[src/hdl/brhp_pkg.sv]
// ----------------------------------------------------------------------------
// Byte range header parser - shared definitions
// Field widths, character codes, parser phases and byte classifiers used by
// the core and its range unit.
// ----------------------------------------------------------------------------
package brhp_pkg;

   // fixed field widths
   localparam int FILE_SIZE_BITS  = 48;
   localparam int SUM_BITS        = 51;
   localparam int RANGE_NUM_BITS  = 3;
   localparam int FOUND_BITS      = 4;
   localparam int BYTE_BITS       = 8;
   localparam int RSP_DATA_BITS   = 160;

   // parameter defaults
   localparam int DEFAULT_MAX_RANGE_COUNT = 8;
   localparam int DEFAULT_OFFSET_BITS     = 48;

   // character codes
   localparam logic [BYTE_BITS-1:0] CHAR_COMMA = 8'h2C;
   localparam logic [BYTE_BITS-1:0] CHAR_DASH  = 8'h2D;
   localparam logic [BYTE_BITS-1:0] CHAR_CR    = 8'h0D;
   localparam logic [BYTE_BITS-1:0] CHAR_LF    = 8'h0A;
   localparam logic [BYTE_BITS-1:0] CHAR_SPACE = 8'h20;
   localparam logic [BYTE_BITS-1:0] CHAR_TAB   = 8'h09;
   localparam logic [BYTE_BITS-1:0] CHAR_ZERO  = 8'h30;
   localparam logic [BYTE_BITS-1:0] CHAR_NINE  = 8'h39;

   // parser phase, one-hot
   typedef enum logic [7:0] {
      PHASE_START  = 8'b0000_0001,
      PHASE_LEAD   = 8'b0000_0010,
      PHASE_FIRST  = 8'b0000_0100,
      PHASE_SUFFIX = 8'b0000_1000,
      PHASE_SECOND = 8'b0001_0000,
      PHASE_TRAIL  = 8'b0010_0000,
      PHASE_CR     = 8'b0100_0000,
      PHASE_DONE   = 8'b1000_0000
   } phase_type;

   function automatic logic is_digit(input logic [BYTE_BITS-1:0] c);
      return (c >= CHAR_ZERO) && (c <= CHAR_NINE);
   endfunction

   function automatic logic is_blank(input logic [BYTE_BITS-1:0] c);
      return (c == CHAR_SPACE) || (c == CHAR_TAB);
   endfunction

endpackage

[src/hdl/brhp_range_calc.sv]
// ----------------------------------------------------------------------------
// Byte range header parser - range completion unit
// Checks a parsed range against the file size, forms its start and exclusive
// end, and adds its length to the running total with saturation.
// ----------------------------------------------------------------------------
module brhp_range_calc #(
   parameter int OFFSET_BITS = brhp_pkg::DEFAULT_OFFSET_BITS
) (
   input  logic                                is_suffix,
   input  logic                                has_second,
   input  logic [OFFSET_BITS-1:0]              first_num,
   input  logic [OFFSET_BITS-1:0]              second_num,
   input  logic [brhp_pkg::FILE_SIZE_BITS-1:0] file_size,
   input  logic [brhp_pkg::SUM_BITS-1:0]       sum_cur,
   output logic                                range_ok,
   output logic [brhp_pkg::FILE_SIZE_BITS-1:0] range_start,
   output logic [brhp_pkg::FILE_SIZE_BITS-1:0] range_end,
   output logic [brhp_pkg::SUM_BITS-1:0]       sum_next
);
   import brhp_pkg::*;

   localparam int CMP_BITS = (OFFSET_BITS > FILE_SIZE_BITS) ? OFFSET_BITS : FILE_SIZE_BITS;
   localparam int ADD_BITS = ((CMP_BITS > SUM_BITS) ? CMP_BITS : SUM_BITS) + 1;
   localparam logic [SUM_BITS-1:0] SUM_MAX = {SUM_BITS{1'b1}};

   logic [CMP_BITS-1:0] fs_ext;
   logic [CMP_BITS-1:0] a_ext;
   logic [CMP_BITS-1:0] b_ext;
   logic [CMP_BITS-1:0] s_val;
   logic [CMP_BITS-1:0] e_val;
   logic [CMP_BITS-1:0] len_val;
   logic [ADD_BITS-1:0] total;

   assign fs_ext = CMP_BITS'(file_size);
   assign a_ext  = CMP_BITS'(first_num);
   assign b_ext  = CMP_BITS'(second_num);

   // bounds check and offsets
   always_comb begin
      if (is_suffix) begin
         range_ok = has_second && (b_ext <= fs_ext);
         s_val    = fs_ext - b_ext;
         e_val    = fs_ext;
      end else begin
         range_ok = (a_ext < fs_ext) && (!has_second || ((b_ext <= fs_ext) && (a_ext < b_ext)));
         s_val    = a_ext;
         e_val    = has_second ? b_ext : fs_ext;
      end
   end

   // saturating running total
   assign len_val  = e_val - s_val;
   assign total    = ADD_BITS'(sum_cur) + ADD_BITS'(len_val);
   assign sum_next = (total > ADD_BITS'(SUM_MAX)) ? SUM_MAX : SUM_BITS'(total);

   assign range_start = FILE_SIZE_BITS'(s_val);
   assign range_end   = FILE_SIZE_BITS'(e_val);

endmodule

[src/hdl/byte_range_header_parser_core.sv]
// A req word goes to the input register, then the result register. Throughput: one
// byte per cycle unless rsp stalls; the parse of each byte is a single pass from the
// input register to the result register, with the decimal accumulate and range check.
// Reset (synchronous, active high) empties both registers, returns the parser to the
// start of the first range and clears file_size to zero.
// ----------------------------------------------------------------------------
// Byte range header parser - core
// Parses the bytes of a Range value after "bytes=" into ranges checked against the
// file size, with a running total and a final status word on the last byte.
// ----------------------------------------------------------------------------
module byte_range_header_parser_core #(
   parameter int MAX_RANGE_COUNT = brhp_pkg::DEFAULT_MAX_RANGE_COUNT,
   parameter int OFFSET_BITS     = brhp_pkg::DEFAULT_OFFSET_BITS
) (
   input  logic                                clock,
   input  logic                                reset,
   // request stream
   input  logic                                req_tvalid,
   output logic                                req_tready,
   input  logic [brhp_pkg::BYTE_BITS-1:0]      req_tdata,   // [7:0] data_byte
   input  logic                                req_tlast,   // last_byte
   // result stream
   output logic                                rsp_tvalid,
   input  logic                                rsp_tready,
   // [47:0] range_start, [95:48] range_end, [98:96] range_number,
   // [149:99] total_length, [153:150] ranges_found, [154] parse_error, rest zero
   output logic [brhp_pkg::RSP_DATA_BITS-1:0]  rsp_tdata,
   output logic                                rsp_tlast,   // final_result
   // configuration
   input  logic                                csr_wr_en,
   input  logic [brhp_pkg::FILE_SIZE_BITS-1:0] csr_wr_data  // file_size
);
   import brhp_pkg::*;

   localparam int CNT_BITS = $clog2(MAX_RANGE_COUNT + 1);
   localparam int ACC_BITS = OFFSET_BITS + 4;
   localparam int PAD_BITS = RSP_DATA_BITS - (2 * FILE_SIZE_BITS + RANGE_NUM_BITS + SUM_BITS
                                              + FOUND_BITS + 1);

   // configuration register
   logic [FILE_SIZE_BITS-1:0] file_size_ff;

   // input register
   logic                 in_valid_ff, in_valid_in;
   logic [BYTE_BITS-1:0] in_byte_ff;
   logic                 in_last_ff;

   // result register
   logic                     out_valid_ff, out_valid_in;
   logic [RSP_DATA_BITS-1:0] out_data_ff, out_data_in;
   logic                     out_last_ff;

   // parser state
   phase_type              phase_ff, phase_in;
   logic [OFFSET_BITS-1:0] first_ff, first_in;
   logic [OFFSET_BITS-1:0] second_ff, second_in;
   logic [1:0]             dseen_ff, dseen_in;
   logic [CNT_BITS-1:0]    count_ff, count_in;
   logic [SUM_BITS-1:0]    sum_ff, sum_in;
   logic                   err_ff, err_in;

   // handshake
   logic req_accept;
   logic advance;
   logic emit;

   // byte classification and decimal accumulate
   logic                   c_digit, c_blank, c_term;
   logic [3:0]             dval;
   logic [OFFSET_BITS-1:0] acc_src;
   logic [ACC_BITS-1:0]    acc_wide;
   logic                   acc_ovf;
   logic [OFFSET_BITS-1:0] acc_val;

   // state after the byte itself
   phase_type              ph_mid;
   logic [OFFSET_BITS-1:0] first_mid, second_mid;
   logic [1:0]             dseen_mid;
   logic                   err_mid;
   logic                   term_fire;

   // range completion
   logic                      do_complete;
   logic                      range_ok;
   logic [FILE_SIZE_BITS-1:0] range_start, range_end;
   logic [SUM_BITS-1:0]       sum_next;
   logic                      got;
   logic                      end_byte;

   // state after completion and terminator
   phase_type              ph_c;
   logic [OFFSET_BITS-1:0] first_c, second_c;
   logic [1:0]             dseen_c;
   logic [CNT_BITS-1:0]    count_c;
   logic [SUM_BITS-1:0]    sum_c;
   logic                   err_c;

   // handshake control
   assign req_accept = req_tvalid && req_tready;
   assign advance    = in_valid_ff && (!out_valid_ff || rsp_tready);
   assign req_tready = !in_valid_ff || advance;

   assign in_valid_in  = req_accept ? 1'b1 : (advance ? 1'b0 : in_valid_ff);
   assign out_valid_in = advance ? emit : (rsp_tready ? 1'b0 : out_valid_ff);

   // byte classes and accumulate into the active number
   assign c_digit  = is_digit(in_byte_ff);
   assign c_blank  = is_blank(in_byte_ff);
   assign c_term   = c_blank || (in_byte_ff == CHAR_COMMA) || (in_byte_ff == CHAR_CR);
   assign dval     = in_byte_ff[3:0];
   assign acc_src  = (phase_ff == PHASE_FIRST) ? first_ff : second_ff;
   assign acc_wide = (ACC_BITS'(acc_src) << 3) + (ACC_BITS'(acc_src) << 1) + ACC_BITS'(dval);
   assign acc_ovf  = |acc_wide[ACC_BITS-1:OFFSET_BITS];
   assign acc_val  = acc_wide[OFFSET_BITS-1:0];

   // per-phase handling of the byte
   always_comb begin
      ph_mid     = phase_ff;
      first_mid  = first_ff;
      second_mid = second_ff;
      dseen_mid  = dseen_ff;
      err_mid    = err_ff;
      term_fire  = 1'b0;
      if (!err_ff) begin
         case (phase_ff)
            PHASE_START, PHASE_LEAD: begin
               if (c_blank && (phase_ff == PHASE_LEAD)) begin
                  ph_mid = phase_ff;
               end else if (c_digit) begin
                  first_mid = OFFSET_BITS'(dval);
                  dseen_mid = 2'b01;
                  ph_mid    = PHASE_FIRST;
               end else if (in_byte_ff == CHAR_DASH) begin
                  second_mid = '0;
                  dseen_mid  = 2'b00;
                  ph_mid     = PHASE_SUFFIX;
               end else begin
                  err_mid = 1'b1;
               end
            end
            PHASE_FIRST: begin
               if (c_digit) begin
                  if (acc_ovf) err_mid = 1'b1;
                  else first_mid = acc_val;
               end else if (in_byte_ff == CHAR_DASH) begin
                  second_mid = '0;
                  ph_mid     = PHASE_SECOND;
               end else begin
                  err_mid = 1'b1;
               end
            end
            PHASE_SUFFIX, PHASE_SECOND: begin
               if (c_digit) begin
                  if (acc_ovf) err_mid = 1'b1;
                  else second_mid = acc_val;
                  dseen_mid = dseen_ff | 2'b10;
               end else if (c_term) begin
                  term_fire = 1'b1;
               end else begin
                  err_mid = 1'b1;
               end
            end
            PHASE_TRAIL: begin
               ph_mid = phase_ff;    // handled with the terminator below
            end
            PHASE_CR: begin
               if (in_byte_ff == CHAR_LF) ph_mid = PHASE_DONE;
               else err_mid = 1'b1;
            end
            default: begin
               err_mid = 1'b1;
            end
         endcase
      end
   end

   // a range completes on a terminator, or on the last byte inside a range
   assign do_complete = !err_mid && (term_fire || (in_last_ff &&
                        (ph_mid inside {PHASE_SUFFIX, PHASE_SECOND})));

   brhp_range_calc #(
      .OFFSET_BITS (OFFSET_BITS)
   ) u_range_calc (
      .is_suffix   (ph_mid == PHASE_SUFFIX),
      .has_second  (dseen_mid[1]),
      .first_num   (first_mid),
      .second_num  (second_mid),
      .file_size   (file_size_ff),
      .sum_cur     (sum_ff),
      .range_ok    (range_ok),
      .range_start (range_start),
      .range_end   (range_end),
      .sum_next    (sum_next)
   );

   // completion, terminator and end-of-value checks
   always_comb begin
      ph_c     = ph_mid;
      first_c  = first_mid;
      second_c = second_mid;
      dseen_c  = dseen_mid;
      count_c  = count_ff;
      sum_c    = sum_ff;
      err_c    = err_mid;
      got      = 1'b0;
      if (do_complete) begin
         if (range_ok) begin
            got     = 1'b1;
            count_c = count_ff + 1'b1;
            sum_c   = sum_next;
            ph_c    = PHASE_TRAIL;
         end else begin
            err_c = 1'b1;
         end
      end
      end_byte = !err_c && (((phase_ff == PHASE_TRAIL) && !err_ff) || (term_fire && got));
      if (end_byte) begin
         if (c_blank) begin
            ph_c = PHASE_TRAIL;
         end else if (in_byte_ff == CHAR_COMMA) begin
            if (count_c >= CNT_BITS'(MAX_RANGE_COUNT)) begin
               err_c = 1'b1;
            end else begin
               ph_c     = PHASE_LEAD;
               first_c  = '0;
               second_c = '0;
               dseen_c  = 2'b00;
            end
         end else if (in_byte_ff == CHAR_CR) begin
            ph_c = PHASE_CR;
         end else begin
            err_c = 1'b1;
         end
      end
      if (in_last_ff && !err_c &&
          (ph_c inside {PHASE_START, PHASE_LEAD, PHASE_FIRST})) begin
         err_c = 1'b1;
      end
   end

   // result word
   assign emit = got || in_last_ff;
   assign out_data_in = {
      {PAD_BITS{1'b0}},
      err_c,
      FOUND_BITS'(count_c),
      sum_c,
      got ? RANGE_NUM_BITS'(count_ff) : {RANGE_NUM_BITS{1'b0}},
      got ? range_end : {FILE_SIZE_BITS{1'b0}},
      got ? range_start : {FILE_SIZE_BITS{1'b0}}
   };

   // next parser state; the last byte returns the parser to its reset state
   always_comb begin
      if (in_last_ff) begin
         phase_in  = PHASE_START;
         first_in  = '0;
         second_in = '0;
         dseen_in  = 2'b00;
         count_in  = '0;
         sum_in    = '0;
         err_in    = 1'b0;
      end else begin
         phase_in  = ph_c;
         first_in  = first_c;
         second_in = second_c;
         dseen_in  = dseen_c;
         count_in  = count_c;
         sum_in    = sum_c;
         err_in    = err_c;
      end
   end

   // control registers
   always_ff @(posedge clock) begin
      if (reset) begin
         file_size_ff <= '0;
         in_valid_ff  <= 1'b0;
         out_valid_ff <= 1'b0;
         phase_ff     <= PHASE_START;
         first_ff     <= '0;
         second_ff    <= '0;
         dseen_ff     <= 2'b00;
         count_ff     <= '0;
         sum_ff       <= '0;
         err_ff       <= 1'b0;
      end else begin
         if (csr_wr_en) file_size_ff <= csr_wr_data;
         in_valid_ff  <= in_valid_in;
         out_valid_ff <= out_valid_in;
         if (advance) begin
            phase_ff  <= phase_in;
            first_ff  <= first_in;
            second_ff <= second_in;
            dseen_ff  <= dseen_in;
            count_ff  <= count_in;
            sum_ff    <= sum_in;
            err_ff    <= err_in;
         end
      end
   end

   // payload registers
   always_ff @(posedge clock) begin
      if (req_accept) begin
         in_byte_ff <= req_tdata;
         in_last_ff <= req_tlast;
      end
      if (advance) begin
         out_data_ff <= out_data_in;
         out_last_ff <= in_last_ff;
      end
   end

   assign rsp_tvalid = out_valid_ff;
   assign rsp_tdata  = out_data_ff;
   assign rsp_tlast  = out_last_ff;

endmodule

[config.mk]
export PLATFORM = sky130hd
export DESIGN_NAME = byte_range_header_parser_core
export DESIGN_NICKNAME = d
export VERILOG_FILES = /design/src/hdl/brhp_pkg.sv /design/src/hdl/brhp_range_calc.sv /design/src/hdl/byte_range_header_parser_core.sv
export SDC_FILE = /design/constraint.sdc
export NUM_CORES = 2
export LEC_CHECK = 0
export BUFFER_PORTS_ARGS = -buffer_cell sky130_fd_sc_hd__clkbuf_2
export CAP_MARGIN = 15
export CORE_ASPECT_RATIO = 0.8
export CORE_UTILIZATION = 50
export CTS_CLUSTER_SIZE = 28
export DETAILED_ROUTE_END_ITERATION = 8
export MAX_ROUTING_LAYER = met4
export PLACE_DENSITY_LB_ADDON = 0.05
export SYNTH_ARGS = -nofsm -noshare
export SYNTH_HDL_FRONTEND = slang
export SYNTH_HIERARCHICAL = 1
export SYNTH_SLANG_ARGS = --single-unit
[constraint.sdc]
create_clock -name clock -period 14.2 [get_ports clock]
set_input_delay 2.84 -clock clock [delete_from_list [all_inputs] [get_ports clock]]
set_output_delay 2.84 -clock clock [all_outputs]
set_load 0.005 [all_outputs]
# Word level (Yosys, flattened, before mapping)
# Cells that the tools add are included.
[op_classes]
magnitude_cmp = 7
n_addsub = 6
n_mux = 91
eq_ne = 18
n_reduce_logical = 37
[ops]
columns = ["op", "count"]
rows = [
  ["48-bit 2-to-1 mux", 25],
  ["51-bit 2-to-1 mux", 4],
  ["48-bit case mux with 3 select lines", 1],
  ["8-bit 2-to-1 mux", 15],
  ["48-bit < comparator", 2],
  ["48-bit case mux with 2 select lines", 1],
  ["48-bit subtractor", 2],
  ["51-bit by 48-bit adder with 52-bit output", 1],
  ["51-bit by 49-bit adder with 52-bit output", 1],
  ["52-bit by 4-bit adder with 52-bit output", 1],
  ["52-bit by 51-bit greater-than comparator with 1-bit output, second input constant", 1],
  ["48-bit <= comparator", 1],
  ["8-bit by 4-bit == test with 1-bit output, second input constant", 5],
  ["8-bit by 6-bit == test with 1-bit output, second input constant", 4],
  ["1-bit 2-to-1 mux", 29],
  ["8-bit case mux with 3 select lines", 1],
  ["2-bit 2-to-1 mux", 10],
  ["8-bit by 1-bit == test with 1-bit output, second input constant", 2],
  ["8-bit by 2-bit == test with 1-bit output, second input constant", 2],
  ["8-bit by 3-bit == test with 1-bit output, second input constant", 2],
  ["8-bit by 5-bit == test with 1-bit output, second input constant", 2],
  ["1-bit logical AND", 14],
  ["4-bit 2-to-1 mux", 3],
  ["1-bit logical OR", 9],
  ["12 further kinds", 21],
]
[totals]
in_bits = 62
elab_cells = 174
register_bits = 377

# Logic depth before layout (Yosys ltp)
[depth]
ltp_word = 26
ltp_mapped = 67
ltp_nobuf = 59

# By module
# Netlist, hierarchy kept.
[modules_own_cells]
columns = ["module", "seq_area_each_um2", "area_each_um2", "n_inst", "cells_each"]
rows = [
  ["byte_range_header_parser_core", 9178.8, 19243.5, 1, 1971],
  ["brhp_range_calc", 0.0, 11981.5, 1, 1782],
]

# Least setup slack after synthesis
# Ideal clock, no wire load.
[synth_timing]
path_type = "reg2reg"
startpoint = "reg phase_ff[3]"
endpoint = "reg sum_ff[29]"
setup_time_ns = 0.128
required_time_ns = 14.072
period_less_slack_ns = 13.015
stages_incl_launch_ff = 63
slack_ns = 1.185
t_arrival_ns = 12.887
cell_sequence = "dfxtp_1 > clkbuf_1 > nor3_4 > and4_1 > clkbuf_1 > clkbuf_1 > nand2_1 > nand2_1 > ha_1 > ha_1 > fa_1 > a21o_1 > a221oi_1 > o21ai_1 > o21a_1 > a31oi_1 > mux2i_1 > nand4_1 > (+27 left out) > maj3_2 > maj3_2 > o21ai_1 > xor2_1 > ha_1 > a21o_1 > a21oi_1 > o21ai_0 > a31oi_1 > nand4b_1 > a31oi_1 > nand4_1 > clkbuf_1 > clkbuf_1 > nand2_1 > mux2_2 > a22oi_1 > nor2_1"
[synth_via]
elab_chain_len = 18
[synth_rtl]
columns = ["element", "line", "text"]
rows = [
  ["start, declared", "byte_range_header_parser_core.sv:54", "phase_type phase_ff, phase_in;"],
  ["start signal, assigned", "byte_range_header_parser_core.sv:292", "phase_ff <= phase_in;"],
  ["8-bit by 3-bit == test with 1-bit output", "byte_range_header_parser_core.sv:111, byte_range_header_parser_core.sv:125", ""],
  ["48-bit 2-to-1 mux", "byte_range_header_parser_core.sv:111", "assign acc_src = (phase_ff == PHASE_FIRST) ? first_ff : second_ff;"],
  ["51-bit by 49-bit adder with 52-bit output", "byte_range_header_parser_core.sv:112", "assign acc_wide = (ACC_BITS'(acc_src) << 3) + (ACC_BITS'(acc_src) << 1) + ACC_BITS'(dval);"],
  ["52-bit by 4-bit adder with 52-bit output", "byte_range_header_parser_core.sv:112", ""],
  ["4-bit OR reduction", "byte_range_header_parser_core.sv:113", "assign acc_ovf = |acc_wide[ACC_BITS-1:OFFSET_BITS];"],
  ["48-bit 2-to-1 mux", "byte_range_header_parser_core.sv:154", "if (acc_ovf) err_mid = 1'b1;"],
  ["48-bit 2-to-1 mux", "byte_range_header_parser_core.sv:153", "if (c_digit) begin"],
  ["48-bit case mux with 3 select lines *", "byte_range_header_parser_core.sv:125", "case (phase_ff)"],
  ["(+1 left out)", "-", ""],
  ["named net second_mid[0]", "byte_range_header_parser_core.sv:77", "logic [OFFSET_BITS-1:0] first_mid, second_mid;"],
  ["(+2 left out)", "-", ""],
  ["named net range_start[10]", "byte_range_header_parser_core.sv:85", "logic [FILE_SIZE_BITS-1:0] range_start, range_end;"],
  ["(+1 left out)", "-", ""],
  ["51-bit by 48-bit adder with 52-bit output *", "brhp_range_calc.sv:53", "assign total = ADD_BITS'(sum_cur) + ADD_BITS'(len_val);"],
  ["52-bit by 51-bit greater-than comparator with 1-bit output", "brhp_range_calc.sv:54", "assign sum_next = (total > ADD_BITS'(SUM_MAX)) ? SUM_MAX : SUM_BITS'(total);"],
  ["51-bit 2-to-1 mux *", "brhp_range_calc.sv:54", ""],
  ["named net sum_next[29]", "byte_range_header_parser_core.sv:86", "logic [SUM_BITS-1:0] sum_next;"],
  ["51-bit 2-to-1 mux *", "byte_range_header_parser_core.sv:207", "if (range_ok) begin"],
  ["51-bit 2-to-1 mux *", "byte_range_header_parser_core.sv:206", "if (do_complete) begin"],
  ["named net out_data_in[128]", "byte_range_header_parser_core.sv:50", "logic [RSP_DATA_BITS-1:0] out_data_ff, out_data_in;"],
  ["51-bit 2-to-1 mux *", "byte_range_header_parser_core.sv:255", "if (in_last_ff) begin"],
  ["end signal, assigned", "byte_range_header_parser_core.sv:297", "sum_ff <= sum_in;"],
  ["end, declared", "byte_range_header_parser_core.sv:59", "logic [SUM_BITS-1:0] sum_ff, sum_in;"],
]
# The timed path passes the listed nets; every way through them passes the cells marked *.
# A chain may end at the register's enable or synchronous reset.

# Worst setup path after layout
[layout_timing]
startpoint = "reg phase_ff[7]"
endpoint = "reg sum_ff[12]"
# The elaborated chain is that of the path after synthesis.

==> results.json <==
{
  "wl_per_cell_um": 20.4,
  "max-vdd-ir-drop_v": 0.0000817,
  "initial_core_util_pct": 50.8,
  "gr-total-overflow": 0,
  "fin_cells": 4743,
  "multi_input_area_um2": 20600,
  "cts_hold_buf": 0,
  "setup-tns-final_ps": 0,
  "clockBufferDepth": 3,
  "max_freq_ghz": 0.0738,
  "grt_usage_pct": 30.7,
  "finClkSkew_ps": 29.5,
  "path_class": "reg2reg",
  "via_per_inst": 5.97,
  "htreeDepth": 2,
  "worst_path_max_delay_cell": "a2111o_1",
  "slew_headroom_pct": 30.5,
  "core_area_um2": 61400,
  "setup_violations": 0,
  "endpoint_kind": "flip-flop",
  "outcome": "completed",
  "cp.arrival_ps": 13990,
  "crit-reg2reg-launch": "phase_ff[7]",
  "total_power_w": 0.00293,
  "hold_class": "reg2reg",
  "layout_commonest_cell": "nand2_1",
  "grt_pass1_wl_mm": 148,
  "die_area_um2": 63500,
  "stdcell_area_um2": 34700,
  "placed_cells": 4663,
  "dpl_cell_area_um2": 33100,
  "ys_types": 103,
  "grt_antenna_before_repair": 0,
  "rows": 81,
  "drv_slew": 0,
  "synth_edf_count": 165,
  "critPathLaunchType": "flip-flop",
  "grt_max_degree": 89,
  "die_x_um": 281,
  "drive_above_1_share_pct": 12.7,
  "synth_cells": 3753,
  "port_buffers": 219,
  "synth_seq_cells": 376,
  "clkTransAtPathRegs_ps": 60,
  "io_pins": 225,
  "dr.pass1.iters": 6,
  "cap_violations": 0,
  "drc": 0,
  "synth_top_flop_cell": "dfxtp_1",
  "crit_fanout": 46,
  "async_flop_share_pct": 0,
  "clock_latency_ps": 590,
  "place.gp.congestion": 0.975,
  "dp_hpwl_mm": 75.9,
  "reg2reg_depth": 56,
  "hold_violations": 0,
  "diodes": 0,
  "yosys_warnings": 6,
  "worst_slew_pin_slew_ps": 1040,
  "ys_seq_area_share_pct": 29.4,
  "postRouteAntennaNets": 0,
  "hold_depth": 2,
  "syn_avg_cell_area_um2": 8.32,
  "grt_pass1_vias": 25000,
  "seqCellArea_um2": 9180,
  "cts_root_buf": "clkbuf_16",
  "netlist_area_um2": 31200,
  "drt_iter0_drc": 3229,
  "p_leak_nw": 15.5,
  "critPathMostFrequentCell": "ha_1",
  "wirelength_mm": 96.7,
  "period_needed_ps": 13550,
  "p_per_area_nw_per_um2": 84.5,
  "crit_start": "phase_ff[7]",
  "min-delay-start": "in_valid_ff",
  "nFillCells": 5822,
  "fin_crit_sh_pct": 95.4,
  "cts_tree": "yes",
  "layout.nets": 4264,
  "via_count": 28300,
  "area_growth_pct": 11.0,
  "cpPeakStageDelay_ps": 450,
  "timing.hold.ws_ps": 507,
  "worstPathRequired_ps": 14640,
  "cts.sinks": 376,
  "die_height_um": 226,
  "cts_inserted_buffers": 42,
  "final_cell_mix": "nand2_1, nor2_1, ha_1"
}
==> final timing paths <==
path	endpoint	slack, ps
setup / recovery	sum_ff[12]	650
hold / removal	rsp_tvalid	510
setup reg to reg	sum_ff[12]	650
hold reg to reg	rsp_tvalid	510
==> Yosys cell counts, types with 23 or more instances <==
cell,n,share of area [%]
o21a_1,29,0.70
edfxtp_1,165,16
a22o_1,88,2.5
a31oi_1,27,0.54
nand4_1,63,1.3
nand2b_1,48,0.96
a22oi_1,153,3.7
buf_2,24,0.38
nand2_1,411,4.9
nand3_1,53,0.85
mux2_2,74,2.7
nor3_1,35,0.56
o21ai_0,177,2.8
xnor2_1,111,3.1
a21o_1,114,2.7
o21bai_1,23,0.55
clkbuf_1,153,1.8
nor2_1,372,4.5
mux2i_1,70,2.2
a21oi_1,264,4.2
and2_1,124,2.5
nor2b_1,38,0.76
inv_1,211,2.5
ha_1,318,13
xor2_1,70,2.0
dfxtp_1,211,14
==> report_power, final <==
group	internal, W	switching [W]	total, W
clock network	0.000712	0.000468	0.00118
registers	0.00115	0.0000224	0.00117
logic	0.000225	0.000349	0.000574
==> layer usage <==
metal	part of all wire, %	wire length [µm]	up-vias	track usage [%]
li1	-	-	13800	-
met1	52	50400	13300	49.7
met2	38	36700	1102	39.1
met3	8.5	8220	89	4.49
met4	1.4	1370	0	5.19
met5	0	0	-	-
==> critical path, delay by kind of cell (launching register included) <==
kind | cells | cell delay, ps
AO/OA/AOI/OAI | 20 | 4750
AND/OR/NAND/NOR | 19 | 4020
adder cells (fa/ha/maj) | 7 | 2250
multiplexers | 2 | 460
XOR/XNOR | 2 | 310
flip-flops | 1 | 380
buffers and inverters | 6 | 1140
==> through the flow <==
step / setup WS, ps / utilization, %
3_5_place_dp: 416 / 53.9
4_1_cts: 344 / 56.3
2_1_floorplan: 1190 / -
6_report: 655 / 56.4
5_1_grt: -21.4 / 56.4
3_3_place_gp: 552 / 53.8
==> cell families after synthesis <==
| logic type | share of synthesized area (%) |
|---|---|
| compound gates | 23.5 |
| xor+xnor | 5.15 |
| flops | 29.4 |
| other cells | 0.0120 |
| simple gates | 18.6 |
| fa+ha+maj | 13.4 |
| mux | 4.96 |
| buf+inv | 5.10 |
==> area by class of cell <==
type | count | share of cell area, %
multi-input combinational | 2974 | 59.4
sequential | 376 | 26.5
timing repair buffer | 272 | 4.55
clock buffer | 55 | 3.39
tap | 830 | 3.00
inverter | 213 | 2.32
clock inverter | 23 | 0.859
==> flip-flops by register name, summed over array words and instances, names as in the netlist <==
| register | count |
|---|---|
| phase_ff | 8 |
| dseen_ff | 1 |
| rsp_tvalid | 1 |
| rsp_tlast | 1 |
| count_ff | 4 |
| in_last_ff | 1 |
| first_ff | 48 |
| err_ff | 1 |
| in_valid_ff | 1 |
| sum_ff | 51 |
| second_ff | 48 |
| in_byte_ff | 8 |
| file_size_ff | 48 |
| rsp_tdata | 155 |
==> repair_timing <==
action	4_1_cts	5_1_grt
gates resized for setup	0	19
buffers inserted	0	2
setup endpoints to repair	0	102
(Power assumes the default switching activity.)
